**src/hw/rtl/plid_pkg.sv**
```systemverilog
package plid_pkg;

  // Field widths fixed by the item layout.
  localparam int OP_W    = 2;
  localparam int DATA_W  = 32;
  localparam int POS_W   = 7;
  localparam int STAT_W  = 2;
  localparam int FILL_W  = 7;
  localparam int SLOT_W  = 6;
  // Width used to compare positions, indexes and counts (covers a depth of 256).
  localparam int CMP_W   = 9;

  // Operation codes.
  localparam logic [OP_W-1:0] OP_INSERT  = 2'd0;
  localparam logic [OP_W-1:0] OP_DELETE  = 2'd1;
  localparam logic [OP_W-1:0] OP_DISPLAY = 2'd2;

  // Status codes.
  localparam logic [STAT_W-1:0] ST_OK     = 2'd0;
  localparam logic [STAT_W-1:0] ST_FULL   = 2'd1;
  localparam logic [STAT_W-1:0] ST_BADPOS = 2'd2;
  localparam logic [STAT_W-1:0] ST_EMPTY  = 2'd3;

  // Cell moves applied to the whole row at once.
  localparam logic [1:0] MODE_HOLD = 2'd0;
  localparam logic [1:0] MODE_UP   = 2'd1;
  localparam logic [1:0] MODE_DOWN = 2'd2;
  localparam logic [1:0] MODE_ROT  = 2'd3;

  // Control broadcast from the sequencer to every cell.
  typedef struct packed {
    logic [1:0]               mode;
    logic [POS_W-1:0]         pos;
    logic signed [DATA_W-1:0] data;
  } cell_ctl_t;

endpackage

```
**src/hw/rtl/plid_cell.sv**
```systemverilog
module plid_cell
  import plid_pkg::*;
#(
  parameter int IDX = 0,
  parameter int CW  = 7
) (
  input  logic                     clk,
  input  cell_ctl_t                ctl,
  input  logic [CW-1:0]            count,
  input  logic signed [DATA_W-1:0] left,
  input  logic signed [DATA_W-1:0] right,
  input  logic signed [DATA_W-1:0] head,
  output logic signed [DATA_W-1:0] q
);

  localparam logic [CMP_W-1:0] IDX_V  = CMP_W'(IDX);
  localparam logic [CMP_W-1:0] IDX_P1 = CMP_W'(IDX + 1);

  logic signed [DATA_W-1:0] q_next;
  logic [CMP_W-1:0]         pos_v;
  logic [CMP_W-1:0]         count_v;

  // Pick the new entry from this cell, a neighbor, the head or the insert value.
  always_comb begin
    pos_v   = CMP_W'(ctl.pos);
    count_v = CMP_W'(count);
    q_next  = q;
    unique case (ctl.mode)
      MODE_UP: begin
        if (IDX_V > pos_v) begin
          q_next = left;
        end else if (IDX_V == pos_v) begin
          q_next = ctl.data;
        end
      end
      MODE_DOWN: begin
        if (IDX_V >= pos_v) begin
          q_next = right;
        end
      end
      MODE_ROT: begin
        // The occupied part turns left by one; the head wraps to the tail.
        if (IDX_P1 < count_v) begin
          q_next = right;
        end else if (IDX_P1 == count_v) begin
          q_next = head;
        end
      end
      default: begin
        q_next = q;
      end
    endcase
  end

  always_ff @(posedge clk) begin
    q <= q_next;
  end

endmodule

```
**config.mk**
```make
export PLATFORM = sky130hd
export DESIGN_NAME = plid_cell
export DESIGN_NICKNAME = d
export VERILOG_FILES = /design/src/hw/rtl/plid_pkg.sv /design/src/hw/rtl/plid_cell.sv
export SDC_FILE = /design/constraint.sdc
export NUM_CORES = 1
export LEC_CHECK = 0
export BUFFER_PORTS_ARGS = -buffer_cell sky130_fd_sc_hd__buf_2
export CORE_ASPECT_RATIO = 2
export CORE_MARGIN = 3
export CORE_UTILIZATION = 30
export DETAILED_ROUTE_END_ITERATION = 8
export PLACE_DENSITY_LB_ADDON = 0.08
export SLEW_MARGIN = 20
export SYNTH_ARGS = -nofsm -noshare
export SYNTH_HDL_FRONTEND = slang
export SYNTH_SLANG_ARGS = --single-unit
```
**constraint.sdc**
```tcl
create_clock -name clk -period 3 [get_ports clk]
set_input_delay 0.6 -clock clk [delete_from_list [all_inputs] [get_ports clk]]
set_output_delay 0.6 -clock clk [all_outputs]
set_load 0.01 [all_outputs]
```
==> out/metrics.csv <==
metric,value,unit
slowest_stage,or3b_2,
remaining_drc_errors,0,
post_cts_buffers,0,
syn-mean-instance-area,9.541,µm²
fmax,463.9,MHz
finalHoldViolCount,0,
die-area,7240,µm²
vias,2089,
slew_headroom,0.3303,
synth-adder-area-share,0,
syn_inst,195,
regMostFlops,q,
first_pass_iters,4,
grt_start_max_net_pins,35,
die_y,117.4,µm
crit_type,primary input to flip-flop,
area_growth,47.41,%
worst_slew_pin_slew,1.001,ns
nFillCells,636,
avgRoutedWirePerCell,16.68,µm
startpoint_type,primary input,
wl,6.556,mm
clkTransAtPathRegs,0.05,ns
pin_count,177,
synth_cell_types,19,
cp_cell_sequence,buf_2 > or3b_2 > o21ai_0 > a31oi_1,
largest_reg_flops,32,
core-area,6006,µm²
p_leak,1.138,nW
viasPerCell,5.316,
initial_core_util,0.3098,
hpwlAfterDp,4.944,mm
synth_seq_cells,32,
worst_slack,0.8443,ns
dp.cells,386,
finalSetupViolCount,0,
layout.cells.non_filler,393,
antenna_found_initial,0,
tritoncts,yes,
slew_violations,0,
port_buffers,144,
synthMuxAreaShare,0,
synth_simple_gate_area_frac,0.2179,
cts_hold_buf,0,
drtIter0Drc,93,
fin_crit,2.156,ns
finalPower,1.239,mW
antennaDiodeCount,0,
fin_crit_sh,0.7186,
final_cell_mix,"144 x buf_2, 32 x nand4_1, 32 x nor2_1, 32 x a31oi_1, 32 x edfxtp_1",
rsz0062_at_grt,no,
track_usage,0.1888,
critical_path_required,2.99,ns
finish.utilization,0.4567,
ys.warnings.count,0,
grt_pass1_wl,10.16,mm
status,finished clean,
cts_resized,0,
drv_cap,0,
pwr_density_cell,451.7,nW/µm²
overflow,0,
nets,475,
max_stage_delay,0.81,ns
multi_input_area,795.8,µm²
rows,40,
syn_nets,340,
synth_top_family_by_area,simple AND/OR/NAND/NOR gates,
place_congestion,0.7559,
path_max_fanout,32,
synthXorXnorAreaFrac,0,
grt_pass1_vias,2100,
yosysSeqAreaShare,0.5165,
cp-end-kind,flip-flop,
cts_max_path_buffers,2,
syn_area,1861,µm²
reg.largest.list,q (32),
synth_compound_area_frac,0.2024,
postRouteAntennaNets,0,
place_ws,0.5642,ns
ctsHtreeMaxLevel,2,
hp-class,primary input to flip-flop,
drive_gt1_frac,0.4970,
cts_root_buf,clkbuf_16,
seq_area,960.9,µm²
tns,0,ns
final_common_cell,buf_2,
numCtsBuffers,5,
fp.dieW,61.69,µm
crit_arrival,2.14,ns
cts_sinks,32,
vdd_drop_max,216.1,µV
## worst paths after layout
kind | startpoint | end | depth (start not counted)
hold / removal | ctl[3] | q[3] | 3
setup / recovery | ctl[39] | q[16] | 4
## power breakdown
part	switching [mW]	internal (mW)
sequential	0.00747	0.536
clock	0.165	0.300
combinational	0.126	0.105
total	0.298	0.941
## Yosys cell counts, drive strengths merged
| cell | count | area share |
|---|---|---|
| buf | 10 | 0.037 |
| edfxtp | 32 | 0.52 |
| or4 | 1 | 0.0061 |
| nor4 | 3 | 0.022 |
| nor3 | 1 | 0.0027 |
| clkbuf | 13 | 0.026 |
| o211ai | 1 | 0.0040 |
| o21ai | 33 | 0.091 |
| nand2 | 1 | 0.0020 |
| nor2 | 33 | 0.067 |
| nor2b | 2 | 0.0067 |
| nand4 | 32 | 0.11 |
| or3b | 1 | 0.0047 |
| a31oi | 32 | 0.11 |
## final cells by class
type                       instances  share of cell area
sequential                        32              0.3504
multi-input combinational        140              0.2901
timing repair buffer             151              0.2819
clock buffer                       6             0.04699
tap                               63             0.02874
clock inverter                     1            0.001825
## routing by layer
layer,vias to the layer above,routed length [µm],track usage,share of wire
met5,-,0,0,0
met1,934,2123,0.1838,0.32
met3,14,492,0.03524,0.075
li1,1037,-,-,-
met4,0,189,0.07437,0.029
met2,104,3750,0.3563,0.57
## kinds of logic after synthesis
group,Yosys count
AND/OR/NAND/NOR,74
AO/OA/AOI/OAI,66
buffers and inverters,23
flip-flops,32
## critical path: cells and delay by family
kind	cells	cell delay, ns
simple gates	1	0.81
compound gates	2	0.40
buf+inv	1	0.32
## through the flow
step,area [µm²],hold slack (ns)
3_3_place_gp,2609,0.9397
3_5_place_dp,2609,0.9473
2_1_floorplan,1861,0.8542
4_1_cts,2743,0.6679
5_1_grt,2743,0.6771
6_report,2743,0.6724
No activity file was read; power rests on OpenSTA's default activity.
